File: config.mk
export PLATFORM = sky130hd
export DESIGN_NAME = packbits_row_encoder_unit_flat
export DESIGN_NICKNAME = d
export VERILOG_FILES = /design/src/hdl/pbenc_pkg.sv /design/src/hdl/pbenc_in_if.sv /design/src/hdl/pbenc_out_if.sv /design/src/hdl/pbenc_ram.sv /design/src/hdl/pbenc_front.sv /design/src/hdl/pbenc_fifo.sv /design/src/hdl/pbenc_back.sv /design/src/hdl/packbits_row_encoder_unit.sv /design/src/flat_wrapper.sv
export SDC_FILE = /design/constraint.sdc
export NUM_CORES = 2
export LEC_CHECK = 0
export BUFFER_PORTS_ARGS = -buffer_cell sky130_fd_sc_hd__buf_2
export CORE_MARGIN = 3
export CORE_UTILIZATION = 30
export DETAILED_ROUTE_END_ITERATION = 6
export SLEW_MARGIN = 20
export SYNTH_ARGS = -nofsm -noshare
export SYNTH_HDL_FRONTEND = slang
export SYNTH_HIERARCHICAL = 1
export SYNTH_SLANG_ARGS = --single-unit
File: constraint.sdc
create_clock -name clk_i -period 11.7 [get_ports clk_i]
set_input_delay 0.585 -clock clk_i [delete_from_list [all_inputs] [get_ports clk_i]]
set_output_delay 0.585 -clock clk_i [all_outputs]
set_load 0.02 [all_outputs]
File: src/hdl/pbenc_pkg.sv
// ----------------------------------------------------------------------------
// PackBits row encoder package
// Shared types and constants for the front end, the action queue and the
// byte sequencer.
// ----------------------------------------------------------------------------
package pbenc_pkg;

  // Largest literal or repeat chunk.
  localparam int unsigned CHUNK_MAX = 128;
  localparam int unsigned LIT_IDX_W = $clog2(CHUNK_MAX);
  localparam logic [7:0] CHUNK_MAX8 = 8'(CHUNK_MAX);
  localparam logic [LIT_IDX_W-1:0] LIT_LAST = LIT_IDX_W'(CHUNK_MAX - 1);

  // Literal store: two banks of one chunk each.
  localparam int unsigned RAM_DEPTH = 2 * CHUNK_MAX;
  localparam int unsigned RAM_AW = $clog2(RAM_DEPTH);

  // Row length reporting saturates here.
  localparam int unsigned MAX_OUT_BYTES = 1536;
  localparam logic [10:0] LEN_CAP = 11'((MAX_OUT_BYTES > 2047) ? 2047 : MAX_OUT_BYTES);

  // Action queue between the front end and the sequencer.
  localparam int unsigned QDEPTH = 4;
  localparam int unsigned QPTR_W = $clog2(QDEPTH);
  localparam int unsigned QCNT_W = $clog2(QDEPTH + 1);

  // Tail bytes that close a row.
  typedef enum logic [1:0] {
    TAIL_NONE,
    TAIL_ONE,
    TAIL_PAIR,
    TAIL_TWO
  } tail_e;

  // Everything one input item asks the sequencer to send, in this order:
  // first run, literal chunk, second run, row tail.
  typedef struct packed {
    logic                 run1_en;
    logic [7:0]           run1_len;
    logic                 lit_en;
    logic [7:0]           lit_cnt;
    logic                 lit_bank;
    logic                 run2_en;
    logic [7:0]           run2_len;
    logic [7:0]           run_val;
    tail_e                tail;
    logic [7:0]           tail_b0;
    logic [7:0]           tail_b1;
    logic                 row_end;
    logic                 plane_final;
  } pbenc_entry_t;

  typedef struct packed {
    logic              en;
    logic [RAM_AW-1:0] addr;
    logic [7:0]        data;
  } pbenc_wr_t;

  typedef struct packed {
    logic              en;
    logic [RAM_AW-1:0] addr;
  } pbenc_rd_t;

endpackage

File: src/hdl/pbenc_in_if.sv
// ----------------------------------------------------------------------------
// PackBits input channel
// One raw raster byte per beat with row end and last-plane flags.
// ----------------------------------------------------------------------------
interface pbenc_in_if;
  logic       valid;
  logic       ready;
  logic [7:0] data_byte;
  logic       row_end;
  logic       plane_final;

  modport source (output valid, output data_byte, output row_end, output plane_final,
                  input ready);
  modport sink (input valid, input data_byte, input row_end, input plane_final,
                output ready);
endinterface

File: src/hdl/pbenc_out_if.sv
// ----------------------------------------------------------------------------
// PackBits output channel
// Up to eight encoded bytes per beat with item and row markers.
// ----------------------------------------------------------------------------
interface pbenc_out_if;
  logic        valid;
  logic        ready;
  logic [63:0] packed_bytes;
  logic [3:0]  byte_count;
  logic        item_done;
  logic        row_done;
  logic [10:0] row_out_length;
  logic        plane_final_out;

  modport source (output valid, output packed_bytes, output byte_count, output item_done,
                  output row_done, output row_out_length, output plane_final_out,
                  input ready);
  modport sink (input valid, input packed_bytes, input byte_count, input item_done,
                input row_done, input row_out_length, input plane_final_out,
                output ready);
endinterface

File: src/hdl/pbenc_ram.sv
// ----------------------------------------------------------------------------
// Generic RAM
// One write port and one read port with registered read data.
// ----------------------------------------------------------------------------
module pbenc_ram #(
  parameter int unsigned WIDTH = 8,
  parameter int unsigned DEPTH = 256
) (
  input  logic                     clk_i,
  input  logic                     we_i,
  input  logic [$clog2(DEPTH)-1:0] waddr_i,
  input  logic [WIDTH-1:0]         wdata_i,
  input  logic                     re_i,
  input  logic [$clog2(DEPTH)-1:0] raddr_i,
  output logic [WIDTH-1:0]         rdata_o
);

  logic [WIDTH-1:0] mem_q [DEPTH];
  logic [WIDTH-1:0] rdata_q;

  always_ff @(posedge clk_i) begin
    if (we_i) begin
      mem_q[waddr_i] <= wdata_i;
    end
    if (re_i) begin
      rdata_q <= mem_q[raddr_i];
    end
  end

  assign rdata_o = rdata_q;

endmodule

File: src/hdl/pbenc_front.sv
// ----------------------------------------------------------------------------
// PackBits front end
// Classifies each raw byte against the lookahead pair and the open run,
// stores literal bytes and queues the chunks the byte completes.
// ----------------------------------------------------------------------------
module pbenc_front import pbenc_pkg::*; (
  input  logic         clk_i,
  input  logic         rst_ni,
  pbenc_in_if.sink     in_i,
  input  logic         q_full_i,
  output logic         q_push_o,
  output pbenc_entry_t q_entry_o,
  output pbenc_wr_t    ram_wr_o,
  input  logic         lit_done_i
);

  logic [LIT_IDX_W-1:0] lit_fill_q, lit_fill_d;
  logic [7:0]           la0_q, la0_d, la1_q, la1_d;
  logic [1:0]           la_fill_q, la_fill_d;
  logic [7:0]           rep_val_q, rep_val_d;
  logic [7:0]           rep_len_q, rep_len_d;
  logic                 bank_q;
  logic [1:0]           lit_pend_q, lit_pend_d;
  logic                 accept;
  logic                 commit;
  logic [7:0]           b;
  pbenc_entry_t         ent;

  // Two literal chunks may wait for readout; a third would overwrite a bank.
  assign in_i.ready = !q_full_i && (lit_pend_q != 2'd2);
  assign accept     = in_i.valid && in_i.ready;
  assign b          = in_i.data_byte;

  always_comb begin
    lit_fill_d = lit_fill_q;
    la0_d      = la0_q;
    la1_d      = la1_q;
    la_fill_d  = la_fill_q;
    rep_val_d  = rep_val_q;
    rep_len_d  = rep_len_q;
    commit     = 1'b0;
    ent        = '0;

    if (rep_len_q != 8'd0) begin
      if (b == rep_val_q) begin
        if (rep_len_q == CHUNK_MAX8) begin
          ent.run1_en  = 1'b1;
          ent.run1_len = CHUNK_MAX8;
          rep_len_d    = 8'd1;
        end else begin
          rep_len_d = rep_len_q + 8'd1;
        end
      end else begin
        ent.run1_en  = 1'b1;
        ent.run1_len = rep_len_q;
        rep_len_d    = 8'd0;
        la0_d        = b;
        la_fill_d    = 2'd1;
      end
    end else if (la_fill_q == 2'd2) begin
      if ((la0_q == la1_q) && (la1_q == b)) begin
        // Three equal bytes close the pending literal and open a run.
        if (lit_fill_q != '0) begin
          ent.lit_en  = 1'b1;
          ent.lit_cnt = 8'(lit_fill_q);
          lit_fill_d  = '0;
        end
        rep_val_d = b;
        rep_len_d = 8'd3;
        la_fill_d = 2'd0;
      end else begin
        commit = 1'b1;
        if (lit_fill_q == LIT_LAST) begin
          ent.lit_en  = 1'b1;
          ent.lit_cnt = CHUNK_MAX8;
          lit_fill_d  = '0;
        end else begin
          lit_fill_d = lit_fill_q + 1'b1;
        end
        la0_d = la1_q;
        la1_d = b;
      end
    end else begin
      if (la_fill_q == 2'd0) begin
        la0_d = b;
      end else begin
        la1_d = b;
      end
      la_fill_d = la_fill_q + 2'd1;
    end

    if (in_i.row_end) begin
      if (rep_len_d != 8'd0) begin
        ent.run2_en  = 1'b1;
        ent.run2_len = rep_len_d;
        rep_len_d    = 8'd0;
      end
      if (lit_fill_d != '0) begin
        ent.lit_en  = 1'b1;
        ent.lit_cnt = 8'(lit_fill_d);
        lit_fill_d  = '0;
      end
      if (la_fill_d == 2'd2) begin
        ent.tail = (la0_d == la1_d) ? TAIL_PAIR : TAIL_TWO;
      end else if (la_fill_d == 2'd1) begin
        ent.tail = TAIL_ONE;
      end
      la_fill_d = 2'd0;
    end

    ent.run_val     = rep_val_d;
    ent.lit_bank    = bank_q;
    ent.tail_b0     = la0_d;
    ent.tail_b1     = la1_d;
    ent.row_end     = in_i.row_end;
    ent.plane_final = in_i.plane_final;
  end

  assign q_push_o  = accept && (ent.run1_en || ent.lit_en || ent.run2_en ||
                                (ent.tail != TAIL_NONE));
  assign q_entry_o = ent;

  assign ram_wr_o.en   = accept && commit;
  assign ram_wr_o.addr = {bank_q, lit_fill_q};
  assign ram_wr_o.data = la0_q;

  always_comb begin
    lit_pend_d = lit_pend_q;
    if (q_push_o && ent.lit_en && !lit_done_i) begin
      lit_pend_d = lit_pend_q + 2'd1;
    end else if (!(q_push_o && ent.lit_en) && lit_done_i) begin
      lit_pend_d = lit_pend_q - 2'd1;
    end
  end

  always_ff @(posedge clk_i or negedge rst_ni) begin
    if (!rst_ni) begin
      lit_fill_q <= '0;
      la_fill_q  <= 2'd0;
      rep_len_q  <= 8'd0;
      bank_q     <= 1'b0;
      lit_pend_q <= 2'd0;
    end else begin
      lit_pend_q <= lit_pend_d;
      if (accept) begin
        lit_fill_q <= lit_fill_d;
        la_fill_q  <= la_fill_d;
        rep_len_q  <= rep_len_d;
        if (ent.lit_en) begin
          bank_q <= !bank_q;
        end
      end
    end
  end

  always_ff @(posedge clk_i) begin
    if (accept) begin
      la0_q     <= la0_d;
      la1_q     <= la1_d;
      rep_val_q <= rep_val_d;
    end
  end

endmodule

File: src/hdl/pbenc_fifo.sv
// ----------------------------------------------------------------------------
// PackBits action queue
// Short first-in first-out queue of chunk actions between the front end
// and the byte sequencer.
// ----------------------------------------------------------------------------
module pbenc_fifo import pbenc_pkg::*; (
  input  logic         clk_i,
  input  logic         rst_ni,
  input  logic         push_i,
  input  pbenc_entry_t din_i,
  output logic         full_o,
  input  logic         pop_i,
  output logic         valid_o,
  output pbenc_entry_t dout_o
);

  pbenc_entry_t      slot_q [QDEPTH];
  logic [QPTR_W-1:0] wr_ptr_q, rd_ptr_q;
  logic [QCNT_W-1:0] cnt_q;
  logic              do_push, do_pop;

  assign full_o  = (cnt_q == QCNT_W'(QDEPTH));
  assign valid_o = (cnt_q != '0);
  assign dout_o  = slot_q[rd_ptr_q];
  assign do_push = push_i && !full_o;
  assign do_pop  = pop_i && valid_o;

  always_ff @(posedge clk_i or negedge rst_ni) begin
    if (!rst_ni) begin
      wr_ptr_q <= '0;
      rd_ptr_q <= '0;
      cnt_q    <= '0;
    end else begin
      if (do_push) begin
        wr_ptr_q <= wr_ptr_q + 1'b1;
      end
      if (do_pop) begin
        rd_ptr_q <= rd_ptr_q + 1'b1;
      end
      if (do_push && !do_pop) begin
        cnt_q <= cnt_q + 1'b1;
      end else if (!do_push && do_pop) begin
        cnt_q <= cnt_q - 1'b1;
      end
    end
  end

  always_ff @(posedge clk_i) begin
    if (do_push) begin
      slot_q[wr_ptr_q] <= din_i;
    end
  end

endmodule

File: src/hdl/pbenc_back.sv
// ----------------------------------------------------------------------------
// PackBits byte sequencer
// Walks the queued actions one encoded byte per cycle unless a beat stalls,
// reads literal bytes from the store, packs the stream eight bytes to a beat.
// ----------------------------------------------------------------------------
module pbenc_back import pbenc_pkg::*; (
  input  logic         clk_i,
  input  logic         rst_ni,
  input  logic         q_valid_i,
  input  pbenc_entry_t q_entry_i,
  output logic         q_pop_o,
  output logic         lit_done_o,
  output pbenc_rd_t    ram_rd_o,
  input  logic [7:0]   ram_rdata_i,
  pbenc_out_if.source  out_o
);

  localparam logic [3:0] P_R1H  = 4'd0;
  localparam logic [3:0] P_R1V  = 4'd1;
  localparam logic [3:0] P_LH   = 4'd2;
  localparam logic [3:0] P_LD   = 4'd3;
  localparam logic [3:0] P_R2H  = 4'd4;
  localparam logic [3:0] P_R2V  = 4'd5;
  localparam logic [3:0] P_T0H  = 4'd6;
  localparam logic [3:0] P_T0B  = 4'd7;
  localparam logic [3:0] P_T1H  = 4'd8;
  localparam logic [3:0] P_T1B  = 4'd9;
  localparam logic [3:0] P_DONE = 4'd10;

  function automatic logic [3:0] from_tail(input pbenc_entry_t e);
    return (e.tail != TAIL_NONE) ? P_T0H : P_DONE;
  endfunction

  function automatic logic [3:0] from_run2(input pbenc_entry_t e);
    return e.run2_en ? P_R2H : from_tail(e);
  endfunction

  function automatic logic [3:0] from_lit(input pbenc_entry_t e);
    return e.lit_en ? P_LH : from_run2(e);
  endfunction

  pbenc_entry_t         e;
  logic                 active_q, active_d;
  logic [3:0]           phase_q, phase_d, nxt;
  logic [LIT_IDX_W-1:0] idx_q, idx_d;
  logic                 lit_end;
  logic [7:0]           byte_val;
  logic                 last, fire, byte_ok, pack_now, out_free;

  logic [63:0] acc_q, acc_d, merged;
  logic [2:0]  acc_cnt_q, acc_cnt_d;
  logic [10:0] len_q, len_d, len_inc;

  logic        ov_q, ov_d;
  logic [63:0] ow_q, ow_d;
  logic [3:0]  oc_q, oc_d;
  logic        oid_q, oid_d, ord_q, ord_d, opf_q, opf_d;
  logic [10:0] olen_q, olen_d;

  assign e       = q_entry_i;
  assign lit_end = (idx_q == LIT_IDX_W'(e.lit_cnt - 8'd1));

  always_comb begin
    byte_val = 8'd0;
    nxt      = P_DONE;
    case (phase_q)
      P_R1H: begin
        byte_val = 8'd1 - e.run1_len;
        nxt      = P_R1V;
      end
      P_R1V: begin
        byte_val = e.run_val;
        nxt      = from_lit(e);
      end
      P_LH: begin
        byte_val = e.lit_cnt - 8'd1;
        nxt      = P_LD;
      end
      P_LD: begin
        byte_val = ram_rdata_i;
        nxt      = lit_end ? from_run2(e) : P_LD;
      end
      P_R2H: begin
        byte_val = 8'd1 - e.run2_len;
        nxt      = P_R2V;
      end
      P_R2V: begin
        byte_val = e.run_val;
        nxt      = from_tail(e);
      end
      P_T0H: begin
        byte_val = (e.tail == TAIL_PAIR) ? 8'hFF : 8'h00;
        nxt      = P_T0B;
      end
      P_T0B: begin
        byte_val = e.tail_b0;
        nxt      = (e.tail == TAIL_TWO) ? P_T1H : P_DONE;
      end
      P_T1H: begin
        byte_val = 8'h00;
        nxt      = P_T1B;
      end
      P_T1B: begin
        byte_val = e.tail_b1;
        nxt      = P_DONE;
      end
      default: begin
        byte_val = 8'd0;
        nxt      = P_DONE;
      end
    endcase
  end

  // A beat leaves the packer on its eighth byte or on the item's last byte;
  // only then does the output register have to be free.
  assign last     = (nxt == P_DONE);
  assign out_free = !ov_q || out_o.ready;
  assign pack_now = (acc_cnt_q == 3'd7) || last;
  assign byte_ok  = !pack_now || out_free;
  assign fire     = active_q && byte_ok;

  assign q_pop_o    = fire && last;
  assign lit_done_o = fire && (phase_q == P_LD) && lit_end;

  // The read for the next literal byte goes out as the current byte leaves,
  // so read data is waiting when the sequencer reaches it.
  assign ram_rd_o.en   = fire && (phase_q inside {P_LH, P_LD});
  assign ram_rd_o.addr = {e.lit_bank,
                          (phase_q == P_LH) ? LIT_IDX_W'(0) : LIT_IDX_W'(idx_q + 1'b1)};

  always_comb begin
    active_d = active_q;
    phase_d  = phase_q;
    idx_d    = idx_q;
    if (!active_q) begin
      if (q_valid_i) begin
        active_d = 1'b1;
        phase_d  = e.run1_en ? P_R1H : from_lit(e);
        idx_d    = '0;
      end
    end else if (fire) begin
      if (last) begin
        active_d = 1'b0;
      end else begin
        phase_d = nxt;
        if ((phase_q == P_LD) && !lit_end) begin
          idx_d = idx_q + 1'b1;
        end
      end
    end
  end

  assign merged  = acc_q | ({56'd0, byte_val} << {acc_cnt_q, 3'b000});
  assign len_inc = (len_q >= LEN_CAP) ? LEN_CAP : (len_q + 11'd1);

  always_comb begin
    acc_d     = acc_q;
    acc_cnt_d = acc_cnt_q;
    len_d     = len_q;
    ov_d      = ov_q && !out_o.ready;
    ow_d      = ow_q;
    oc_d      = oc_q;
    oid_d     = oid_q;
    ord_d     = ord_q;
    olen_d    = olen_q;
    opf_d     = opf_q;
    if (fire) begin
      len_d = len_inc;
      if (pack_now) begin
        ov_d      = 1'b1;
        ow_d      = merged;
        oc_d      = 4'(acc_cnt_q) + 4'd1;
        oid_d     = last;
        ord_d     = last && e.row_end;
        olen_d    = (last && e.row_end) ? len_inc : 11'd0;
        opf_d     = last && e.row_end && e.plane_final;
        acc_d     = 64'd0;
        acc_cnt_d = 3'd0;
        if (last && e.row_end) begin
          len_d = 11'd0;
        end
      end else begin
        acc_d     = merged;
        acc_cnt_d = acc_cnt_q + 3'd1;
      end
    end
  end

  always_ff @(posedge clk_i or negedge rst_ni) begin
    if (!rst_ni) begin
      active_q  <= 1'b0;
      phase_q   <= P_DONE;
      idx_q     <= '0;
      acc_q     <= 64'd0;
      acc_cnt_q <= 3'd0;
      len_q     <= 11'd0;
      ov_q      <= 1'b0;
    end else begin
      active_q  <= active_d;
      phase_q   <= phase_d;
      idx_q     <= idx_d;
      acc_q     <= acc_d;
      acc_cnt_q <= acc_cnt_d;
      len_q     <= len_d;
      ov_q      <= ov_d;
    end
  end

  always_ff @(posedge clk_i) begin
    ow_q   <= ow_d;
    oc_q   <= oc_d;
    oid_q  <= oid_d;
    ord_q  <= ord_d;
    olen_q <= olen_d;
    opf_q  <= opf_d;
  end

  assign out_o.valid           = ov_q;
  assign out_o.packed_bytes    = ow_q;
  assign out_o.byte_count      = oc_q;
  assign out_o.item_done       = oid_q;
  assign out_o.row_done        = ord_q;
  assign out_o.row_out_length  = olen_q;
  assign out_o.plane_final_out = opf_q;

endmodule

File: src/hdl/packbits_row_encoder_unit.sv
// ----------------------------------------------------------------------------
// PackBits row encoder
// Run-length codes raster rows into a PackBits byte stream, eight bytes
// to an output beat.
// ----------------------------------------------------------------------------
// The input takes one raw byte per cycle as long as the four-entry action
// queue has room and fewer than two literal chunks wait for readout. Each
// byte is classified at once; the chunks it completes go into the queue
// and the sequencer behind it sends them at one encoded byte per cycle
// while the output register can take a finished beat, with a load step
// for each queued action group. The sequencer therefore sets the
// sustained rate, with the queue and the two-bank literal store absorbing
// bursts. The output register lets the packer carry on while a finished
// beat waits. The beat carrying row_done also carries the row's encoded
// length, saturated at the package limit.
// ----------------------------------------------------------------------------
module packbits_row_encoder_unit import pbenc_pkg::*; (
  input  logic         clk_i,
  input  logic         rst_ni,
  pbenc_in_if.sink     in_i,
  pbenc_out_if.source  out_o
);

  logic         q_full, q_push, q_pop, q_valid, lit_done;
  pbenc_entry_t q_din, q_dout;
  pbenc_wr_t    ram_wr;
  pbenc_rd_t    ram_rd;
  logic [7:0]   ram_rdata;

  pbenc_front u_front (
    .clk_i      (clk_i),
    .rst_ni     (rst_ni),
    .in_i       (in_i),
    .q_full_i   (q_full),
    .q_push_o   (q_push),
    .q_entry_o  (q_din),
    .ram_wr_o   (ram_wr),
    .lit_done_i (lit_done)
  );

  pbenc_fifo u_fifo (
    .clk_i   (clk_i),
    .rst_ni  (rst_ni),
    .push_i  (q_push),
    .din_i   (q_din),
    .full_o  (q_full),
    .pop_i   (q_pop),
    .valid_o (q_valid),
    .dout_o  (q_dout)
  );

  pbenc_ram #(
    .WIDTH (8),
    .DEPTH (RAM_DEPTH)
  ) u_lit_ram (
    .clk_i   (clk_i),
    .we_i    (ram_wr.en),
    .waddr_i (ram_wr.addr),
    .wdata_i (ram_wr.data),
    .re_i    (ram_rd.en),
    .raddr_i (ram_rd.addr),
    .rdata_o (ram_rdata)
  );

  pbenc_back u_back (
    .clk_i       (clk_i),
    .rst_ni      (rst_ni),
    .q_valid_i   (q_valid),
    .q_entry_i   (q_dout),
    .q_pop_o     (q_pop),
    .lit_done_o  (lit_done),
    .ram_rd_o    (ram_rd),
    .ram_rdata_i (ram_rdata),
    .out_o       (out_o)
  );

  // The front end must never push into a full queue.
  assert property (@(posedge clk_i) disable iff (!rst_ni) q_push |-> !q_full)
    else $error("action pushed into a full queue");

  // Only the last beat of an item may be short.
  assert property (@(posedge clk_i) disable iff (!rst_ni)
    out_o.valid && (out_o.byte_count != 4'd8) |-> out_o.item_done)
    else $error("short beat before the end of an item");

  assert property (@(posedge clk_i) disable iff (!rst_ni)
    out_o.valid |-> (out_o.byte_count != 4'd0) && (out_o.byte_count <= 4'd8))
    else $error("beat byte count out of range");

  // Row markers and length belong to the item's last beat only.
  assert property (@(posedge clk_i) disable iff (!rst_ni)
    out_o.valid && !out_o.item_done |->
      !out_o.row_done && (out_o.row_out_length == 11'd0) && !out_o.plane_final_out)
    else $error("row fields set on an inner beat");

endmodule

File: src/flat_wrapper.sv
// flat-port wrapper written by rule: the top's interface ports become plain ports
module packbits_row_encoder_unit_flat import pbenc_pkg::*;
  (clk_i, rst_ni, in_i_valid, in_i_data_byte, in_i_row_end, in_i_plane_final, in_i_ready, out_o_valid, out_o_packed_bytes, out_o_byte_count, out_o_item_done, out_o_row_done, out_o_row_out_length, out_o_plane_final_out, out_o_ready);
  pbenc_in_if in_i_i ();
  pbenc_out_if out_o_i ();
  input  logic clk_i;
  input  logic rst_ni;
  input wire logic [$bits(in_i_i.valid)-1:0] in_i_valid;
  input wire logic [$bits(in_i_i.data_byte)-1:0] in_i_data_byte;
  input wire logic [$bits(in_i_i.row_end)-1:0] in_i_row_end;
  input wire logic [$bits(in_i_i.plane_final)-1:0] in_i_plane_final;
  output wire logic [$bits(in_i_i.ready)-1:0] in_i_ready;
  output wire logic [$bits(out_o_i.valid)-1:0] out_o_valid;
  output wire logic [$bits(out_o_i.packed_bytes)-1:0] out_o_packed_bytes;
  output wire logic [$bits(out_o_i.byte_count)-1:0] out_o_byte_count;
  output wire logic [$bits(out_o_i.item_done)-1:0] out_o_item_done;
  output wire logic [$bits(out_o_i.row_done)-1:0] out_o_row_done;
  output wire logic [$bits(out_o_i.row_out_length)-1:0] out_o_row_out_length;
  output wire logic [$bits(out_o_i.plane_final_out)-1:0] out_o_plane_final_out;
  input wire logic [$bits(out_o_i.ready)-1:0] out_o_ready;
  assign in_i_i.valid = in_i_valid;
  assign in_i_i.data_byte = in_i_data_byte;
  assign in_i_i.row_end = in_i_row_end;
  assign in_i_i.plane_final = in_i_plane_final;
  assign in_i_ready = in_i_i.ready;
  assign out_o_valid = out_o_i.valid;
  assign out_o_packed_bytes = out_o_i.packed_bytes;
  assign out_o_byte_count = out_o_i.byte_count;
  assign out_o_item_done = out_o_i.item_done;
  assign out_o_row_done = out_o_i.row_done;
  assign out_o_row_out_length = out_o_i.row_out_length;
  assign out_o_plane_final_out = out_o_i.plane_final_out;
  assign out_o_i.ready = out_o_ready;
  packbits_row_encoder_unit u_core (.clk_i(clk_i), .rst_ni(rst_ni), .in_i(in_i_i), .out_o(out_o_i));
endmodule
==> metrics.cfg <==
[timing]
setup_viol=0
fin_crit_ns=6.138
timing.setup.tns_ns=0
worst_slew_pin_slew_ns=1.178
max_clock_freq_ghz=0.1629
rsz0062_at_grt=false
slew_headroom_pct=20.74
fin_skew_ns=0.08658
final_min_period_over_clock_period_pct=52.46
timing_hold_violations_final=0
slew_viol_final=0

[finish]
finalNonFillerCells=9919
fin_area_mm2=0.1125
area_delta_synth_final_pct=12.77
fillCellCount=30920
regArea_mm2=0.07461
multi_input_area_mm2=0.02325
final_nets=5391
postLayoutCoreUtil_pct=34.03
drive_gt1_share_pct=21.06

[grt]
grt_max_degree=189
grt_antenna_before_repair=4
grt_pass1_wl_um=363500
grt_pass1_vias=51310
grt_usage_pct=14.26
overflow=0

[logic_synthesis]
yosys_warnings=6
yosysSeqAreaShare_pct=74.81
synth_area_per_cell_um2=19.13
synthTopCellsByCount=2,386 x edfxtp_1, 510 x mux4_2, 440 x nor2_1, 153 x a21oi_1
yosys.cell_types.count=101
synth_top_area_share_pct=71.85
syn_nets=5244
ys_ff_latch=2504
syn_area_mm2=0.09973
syn_inst=5212
async_flop_share_pct=4.712
yosys.area.top_type=edfxtp_1
synthTopCellsByArea=edfxtp_1 72%, mux4_2 12%, dfrtp_1 2.9%, nor2_1 1.7%, mux2i_1 1.4%
synth_edf_count=2386
synth_most_common_cell=edfxtp_1
synth_ff_type=edfxtp_1

[setup_path]
cpLargestDelayFamily=simple AND/OR/NAND/NOR gates
start_kind=register
path_max_fanout=40
critPathBufInv=3
required_ns=12.44
critPathKind=reg -> reg
end_kind=register
crit_chain=buf_4, mux4_2, inv_1, ha_1, nor3b_4, xnor2_1, a2111o_1, or4_1, a21oi_2, nor2_1, nand2_1, ha_1, inv_1, fa_1, xor2_1, nor2_1, xor2_1
max_stage_delay_ns=0.75
slowest_stage=buf_4
worst-endpoint-arrival_ns=6.88

[route]
drt_iter0_markers=5832
wl_per_cell_um=25.03
vias=51610
ant_nets=0
drc_errors=0
firstDrtPassIters=6
via_per_inst=5.203
drt-total-wl_um=248300

[cts]
clk_path_buf_depth=4
clk_pin_slew_ns=0.06
cts_root_buf=clkbuf_16
ctsHtreeMaxLevel=4
clock_latency_ns=0.90
cts_buffers=245
postCtsSetupBuffers=0
cts_tree=done
cts_resized=0
cts_sinks=2504

[status]
run_status=finished clean

[placed_design]
dp_hpwl_um=151400
gp_congestion=0.8219
dp.cells=9476
port_buffers=97
postPlaceCellArea_mm2=0.1049

[min_path]
hold_path_class=in -> reg

[die]
dieArea_mm2=0.3394
die_w_um=582.6
row_count=211
initial_core_util_pct=30.17
io_pins=98
die_h_um=582.6
coreArea_mm2=0.3305

[job]
maxCapViolCount=0

[power_and_ir_drop]
power.leakage_nw=35.32
vdd_ir_drop_max_mv=0.2792
power_density_mw_per_mm2=275.6

==> final timing paths <==
path | from | endpoint | slack (ns) | cells past startpoint
min in group asynchronous | rst_ni | u_core/u_front/lit_fill_q[6] | 0.42 | 2
hold reg to reg | u_core/u_front/lit_pend_q[1] | u_core/u_front/lit_pend_q[1] | 0.48 | 1
setup / recovery | u_core/u_fifo/rd_ptr_q[0] | u_core/u_fifo/cnt_q[2] | 5.56 | 17
setup reg to reg | u_core/u_fifo/rd_ptr_q[0] | u_core/u_fifo/cnt_q[2] | 5.56 | 17
hold / removal | out_o_ready | u_core/u_back/out_o.valid | 0.22 | 3
max in group asynchronous | rst_ni | u_core/u_back/acc_q[17] | 9.97 | 3
==> state kept, by name (all words and copies together) (netlist names), 2 cells and up <==
name and flops:
u_core/u_lit_ram/rdata_o 8, u_core/u_back/out_o.row_out_length 11, u_core/u_back/len_q 11, u_core/u_back/acc_cnt_q 3, u_core/u_front/la_fill_q 2, u_core/u_fifo/wr_ptr_q 2
u_core/u_back/idx_q 7, u_core/u_front/la0_q 8, u_core/u_fifo/rd_ptr_q 2, u_core/u_front/rep_len_q 8, u_core/u_back/out_o.packed_bytes 64, u_core/u_fifo/cnt_q 3
u_core/u_front/lit_pend_q 2, u_core/u_front/rep_val_q 8, u_core/u_back/out_o.byte_count 4, u_core/u_back/acc_q 64, u_core/u_lit_ram/mem_q 2048, u_core/u_front/lit_fill_q 7
u_core/u_front/la1_q 8, u_core/u_fifo/slot_q 224, u_core/u_back/phase_q 4
==> through the flow <==
| step | hold WS, ns | setup slack [ns] | power (mW) |
|---|---|---|---|
| floorplan | 0.2894 | 4.300 | 20.07 |
| global placement | 0.4644 | 5.509 | 23.55 |
| CTS | 0.1675 | 5.490 | 31.26 |
| finish | 0.2171 | 5.562 | 31.00 |
| detailed placement | 0.4737 | 5.518 | 23.75 |
| global route | 0.2351 | 5.051 | 32.29 |
==> where the power goes <==
group / switching [mW] / leakage (nW) / internal [mW] / total (mW)
clock network: 3.26 / 3.66 / 4.24 / 7.50
logic: 7.35 / 8.62 / 4.14 / 11.5
registers: 0.411 / 23.0 / 11.6 / 12.0
==> per-layer routing <==
layer | GRT usage [%] | part of all wire, % | wire, µm
met4 | 3.626 | 2.4 | 6038
met3 | 2.507 | 8.1 | 19990
met2 | 22.50 | 47 | 116800
met5 | 0 | 0.0064 | 16
met1 | 20.40 | 42 | 105400
==> worst register-to-register path, cell delays in order, from the launching register on <==
cell and delay [ns]:
dfrtp_4 0.68, buf_4 0.77, mux4_2 0.69, inv_1 0.11, ha_1 0.21, nor3b_4 0.34
xnor2_1 0.16, a2111o_1 0.47, or4_1 0.60, a21oi_2 0.61, nor2_1 0.16, nand2_1 0.16
ha_1 0.20, inv_1 0.07, fa_1 0.37, xor2_1 0.15, nor2_1 0.14, xor2_1 0.17
==> placed cells by master, fill, tap and decap left out, types with 35 or more instances in the layout <==
master	netlist	final
a22oi_1	146	146
nor2b_1	48	44
o22ai_1	45	45
or2_2	39	39
nor2_1	440	433
a31oi_1	37	37
buf_4	37	102
mux2i_1	142	142
clkinv_1	1	58
buf_2	48	96
a21oi_1	153	149
edfxtp_1	2386	2386
nand2_1	123	123
clkbuf_16	0	248
inv_1	35	35
clkbuf_1	146	58
o21ai_0	50	50
nand3_1	63	60
o221ai_1	53	53
a21o_1	36	35
clkinv_2	0	42
mux4_2	510	510
dfrtp_1	116	114
nor3_1	60	60
==> kinds of logic after synthesis <==
logic type / share of synthesized area, %
simple gates: 4.482
compound gates: 4.788
buf+inv: 2.095
flops: 74.81
mux: 13.13
fa+ha+maj: 0.2334
xor+xnor: 0.4617
==> final cells by class <==
class | instances | area share (%)
diodes | 2 | 0.004450
clock buffers | 307 | 5.724
well taps | 4366 | 4.857
repair buffers | 213 | 1.322
flip-flops and latches | 2504 | 66.34
multi-input cells | 2359 | 20.68
clock inverters | 132 | 0.9546
inverters | 36 | 0.1202
==> what timing repair did <==
| action | CTS | global route |
|---|---|---|
| endpoints found under the hold margin | 64 | 0 |
| hold buffers | 2 | 0 |
| setup endpoints to repair | 0 | 0 |
(Power assumes the default switching activity.)
